[src/hdl/rplw_ram.sv]
module rplw_ram #(
    parameter int WIDTH = 8,
    parameter int DEPTH = 64
) (
    input  logic                     aclk,
    input  logic                     we,
    input  logic [$clog2(DEPTH)-1:0] waddr,
    input  logic [WIDTH-1:0]         wdata,
    input  logic [$clog2(DEPTH)-1:0] raddr,
    output logic [WIDTH-1:0]         rdata
);

    logic [WIDTH-1:0] mem [DEPTH];

    always_ff @(posedge aclk) begin
        if (we) begin
            mem[waddr] <= wdata;
        end
        rdata <= mem[raddr];
    end

endmodule

[config.mk]
export PLATFORM = sky130hd
export DESIGN_NAME = rplw_ram
export DESIGN_NICKNAME = d
export VERILOG_FILES = /design/src/hdl/rplw_ram.sv
export SDC_FILE = /design/constraint.sdc
export NUM_CORES = 1
export LEC_CHECK = 0
export BUFFER_PORTS_ARGS = -buffer_cell sky130_fd_sc_hd__buf_2
export CAP_MARGIN = 20
export CORE_ASPECT_RATIO = 0.6
export CORE_MARGIN = 4
export CORE_UTILIZATION = 50
export DETAILED_ROUTE_END_ITERATION = 8
export GPL_TIMING_DRIVEN = 0
export PLACE_DENSITY = 0.66
export SETUP_SLACK_MARGIN = 0.1
export SLEW_MARGIN = 40
export SYNTH_ARGS = -nofsm -noshare
export SYNTH_HDL_FRONTEND = slang
export SYNTH_SLANG_ARGS = --single-unit
[constraint.sdc]
create_clock -name aclk -period 2.6 [get_ports aclk]
set_clock_uncertainty 0.15 [all_clocks]
set_input_delay 0.26 -clock aclk [delete_from_list [all_inputs] [get_ports aclk]]
set_output_delay 0.26 -clock aclk [all_outputs]
set_load 0.005 [all_outputs]
After elaboration in Yosys (flattened, before gate mapping):

Memory sizes are Yosys's and may differ from the RTL's. A register that Yosys moved wholly into a read port is not among the register bits.
Cells that the tools add are included.

* bits in registers: 0
* bits in writable memories: 512
* input port bits: 22
* memories kept: 1

* multiplexer cells: 2

Memory list
* mem: words 64, width 8, read ports 1, clocked after memory_dff 1, write ports 1, RTL line 13 `logic [WIDTH-1:0] mem [DEPTH];`

Operators by type and width (count)
* 2-to-1 mux 1 bit: 2

Logic depth before layout (Yosys ltp):

* depth after elaboration: 2
* depth in mapped cells: 9
* depth with buffers taken out: 5

Least setup slack after synthesis:

Ideal clock, no wire load.

* path kind: input -> register
* from: input port raddr[1]
* to: register rdata[3] (read register of mem)
* library setup time: 0.128 ns
* arrival: 1.800 ns
* slack: 0.522 ns
* stages on the path: 7
* path buffers: 3
* path through: buf_4 > buf_2 > buf_2 > mux4_2 > mux4_2 > o21ai_1 > o41ai_1

RTL lines
* start: declaration: RTL line 9 `input logic [$clog2(DEPTH)-1:0] raddr,`
* end: declaration: RTL line 10 `output logic [WIDTH-1:0] rdata`

==> impl_metrics.env <==
export IMPL_area_growth_syn_to_layout_pct=11.72
export IMPL_worst_slew_pin_slew_ns=1.061
export IMPL_m1WireLength_um=21870
export IMPL_grt_total_usage_pct=22.92
export IMPL_grt_pass1_vias=9826
export IMPL_cts_buffers=46
export IMPL_ys_flop_type="edfxtp_1"
export IMPL_violations="negative setup slack"
export IMPL_globalplace_congestion=0.9173
export IMPL_n_antenna_cell=0
export IMPL_cp_end_kind="register"
export IMPL_clockRootBuffer="clkbuf_16"
export IMPL_core_area_mm2=0.03945
export IMPL_post_route_util_pct=57.11
export IMPL_grt_first_pass_wirelength_um=70490
export IMPL_antenna_left=0
export IMPL_top_layer_used="met4"
export IMPL_path_cells="buf_4 -> buf_2 -> buf_4 -> buf_2 -> nor2_1 -> nor4_1 -> nor3_1 -> o32ai_1"
export IMPL_ios=30
export IMPL_ys_seq_area_share_pct=77.03
export IMPL_wl_per_cell_um=31.09
export IMPL_synth_warnings=0
export IMPL_slew_limit_headroom_pct=29.08
export IMPL_crit_buf_inv=4
export IMPL_grt_max_degree=65
export IMPL_dpl_cell_area_mm2=0.02100
export IMPL_holdWs_ns=0.1070
export IMPL_cp_slowest_cell="nor4_1"
export IMPL_ys_async_sr_fraction_pct=0
export IMPL_clk_path_buf_depth=3
export IMPL_syn_area_per_cell_um2=21.45
export IMPL_power_switching_mw=3.598
export IMPL_grt_overflow_total=0
export IMPL_worstPathRequired_ns=2.84
export IMPL_hp_start="wdata[3]"
export IMPL_cp_max_fo=10
export IMPL_synth_top_cells_by_count="edfxtp_1 (512), mux4_2 (126), nor2_1 (83)"
export IMPL_yosysMostFrequentCell="edfxtp_1"
export IMPL_die_w_um=267.3
export IMPL_p_per_area_mw_per_mm2=746.6
export IMPL_slew_violations=0
export IMPL_synthesis_area_mm2=0.02017
export IMPL_dr_pass1_iters=6
export IMPL_tritoncts="built"
export IMPL_antenna_found_initial=0
export IMPL_min_path_type="primary input to register"
export IMPL_clk_pin_slew_ns=0.07
export IMPL_combPwrFrac_pct=5.6
export IMPL_period_minus_slack_ns=2.629
export IMPL_peakVddDrop_mv=0.6604
export IMPL_cts_num_sinks=520
export IMPL_tns_ns=-0.02886
export IMPL_clk_latency_ns=0.56
export IMPL_synth_distinct_cells=40
export IMPL_core_rowCount=56
export IMPL_swShare_pct=21.39
export IMPL_postLayoutCellArea_mm2=0.02253
export IMPL_slowest_delay_ns=0.62
export IMPL_holdPathEnd="mem[35][3]"
export IMPL_synthCells=940
export IMPL_crit_family="buffers and inverters"
export IMPL_worstRegToRegCells=4
export IMPL_cap_violations=0
export IMPL_timing_rr_start="mem[3][3]"
export IMPL_status="finished, violations left"
export IMPL_syn_nets=962
export IMPL_synth_edf_count=512
export IMPL_start_util_pct=51.12
export IMPL_yosys_area_top_type_share_pct=76.24
export IMPL_dieArea_mm2=0.04372
export IMPL_synth_top_area_cell="edfxtp_1"
export IMPL_viasPerCell=6.367
export IMPL_ff2ff_setup_slack_ns=0.11
export IMPL_p_int_mw=13.22
export IMPL_hold_viol=0
export IMPL_critPathArrivalTime_ns=2.87
export IMPL_critPathKind="primary input to register"
export IMPL_post_cts_setup_buffer_count=0
export IMPL_met2_length_um=19790
export IMPL_max_freq_mhz=380.4
export IMPL_nets=1032
export IMPL_synth_seq_cells=520
export IMPL_wl_met3_um=5836
export IMPL_drive_above_1_share_pct=29.64
export IMPL_dieHeight_um=163.6
export IMPL_dpl_hpwl_um=31350
export IMPL_portBuffers=21
export IMPL_drt_iter0_markers=1739
export IMPL_leakage_nw=6.925
export IMPL_r2r_end="rdata[3]"
export IMPL_setup_slack_ns=-0.02886
export IMPL_dr_total_vias=9984
export IMPL_synth_area_top_cells="edfxtp_1 (76%), mux4_2 (14%), nor2_1 (1.5%), mux2i_1 (1.1%), dfxtp_1 (0.79%)"
export IMPL_drc=0
export IMPL_min_period_over_period_pct=101.1
export IMPL_clkPwrFrac_pct=39.2
export IMPL_final_instance_count_excl_fill=1568
export IMPL_htreeDepth=2
export IMPL_rsz0062_at_grt="false"
export IMPL_cp_start_kind="primary input"
export IMPL_wl_um=48750
export IMPL_p_seq_share_pct=55.3
export IMPL_dp_cells=1483
export IMPL_min_path_cells=1
export IMPL_final_setup_viol_count=1
## layout by cell type (no fill, tap or decap), types with 3 or more instances in the layout
cell type | Yosys | layout
o2111ai_1 | 3 | 3
clkbuf_8 | 0 | 3
clkbuf_16 | 0 | 47
nand2_1 | 19 | 19
a221oi_1 | 6 | 6
nor2_1 | 83 | 36
clkbuf_1 | 17 | 27
clkbuf_2 | 0 | 3
buf_2 | 11 | 26
buf_6 | 4 | 4
dfxtp_1 | 8 | 8
nor2b_1 | 14 | 14
o221ai_1 | 8 | 8
a22oi_1 | 3 | 3
o22ai_1 | 8 | 8
nand3b_1 | 3 | 3
nor3_1 | 7 | 5
nor2_2 | 0 | 47
a21oi_1 | 3 | 3
nand3_1 | 13 | 12
mux4_2 | 126 | 126
clkinv_1 | 0 | 10
edfxtp_1 | 512 | 512
a211oi_1 | 4 | 4
o2bb2ai_1 | 3 | 3
clkinv_2 | 0 | 5
mux2_2 | 13 | 13
mux2i_1 | 23 | 22
nand2b_1 | 7 | 7
buf_4 | 13 | 21
## power groups by stage
stage | Combinational, mW | Sequential, mW | Clock [mW]
finish | 0.941 | 9.29 | 6.59
global route | 0.991 | 9.29 | 7.06
CTS | 0.927 | 9.30 | 6.67
detailed placement | 0.922 | 9.48 | 0
global placement | 0.898 | 9.48 | 0
floorplan | 0.494 | 9.47 | 0
## layer usage
metal | GRT usage [%] | up-vias
met1 | 36.89 | 5235
met4 | 5.181 | 0
met3 | 7.242 | 87
met5 | 0 | -
met2 | 30.65 | 591
li1 | - | 4071
## what timing repair did
action / in CTS / in global routing
gates resized for setup: 2 / 4
pin swaps: 0 / 0
endpoints found under the hold margin: 2 / 0
hold buffers: 1 / 0
setup endpoints to repair: 3 / 2
## flip-flops by register name (all words and copies together), names as in the netlist
name,count
mem,512
rdata,8
## kinds of logic (layout without fill, tap and decap cells)
group / after synthesis / count (layout) / synth area share, %
buf+inv: 51 / 157 / 1.570
simple gates: 153 / 153 / 3.387
compound gates: 54 / 54 / 2.072
mux: 162 / 162 / 15.94
flops: 520 / 520 / 77.03
## cell type report
class,count,area [µm²]
Timing Repair Buffer,22,135.1
Buffer,51,322.8
Multi-Input combinational cell,369,4462
Clock buffer,63,1266
Sequential cell,520,15530
Fill cell,2904,16920
Tap cell,522,653.1
Clock inverter,21,156.4
## worst max-delay path by stage
| stage | startpoint | to | cells after the start |
|---|---|---|---|
| 2_1_floorplan | raddr[1] | rdata[3] | 7 |
| 3_3_place_gp | raddr[1] | rdata[4] | 8 |
| 3_5_place_dp | raddr[2] | rdata[3] | 7 |
| 4_1_cts | raddr[1] | rdata[4] | 8 |
| 5_1_grt | raddr[1] | rdata[4] | 8 |
| 6_report | raddr[1] | rdata[4] | 8 |
## through the flow
| step | setup slack (ns) | power (mW) |
|---|---|---|
| after floorplan | 0.5223 | 9.965 |
| after global placement | -0.5510 | 10.38 |
| after detailed placement | -0.5759 | 10.40 |
| after CTS | 0.1365 | 16.89 |
| after global routing | 0.1223 | 17.34 |
| final | -0.02886 | 16.82 |
Power figures use the tool's default switching activity.
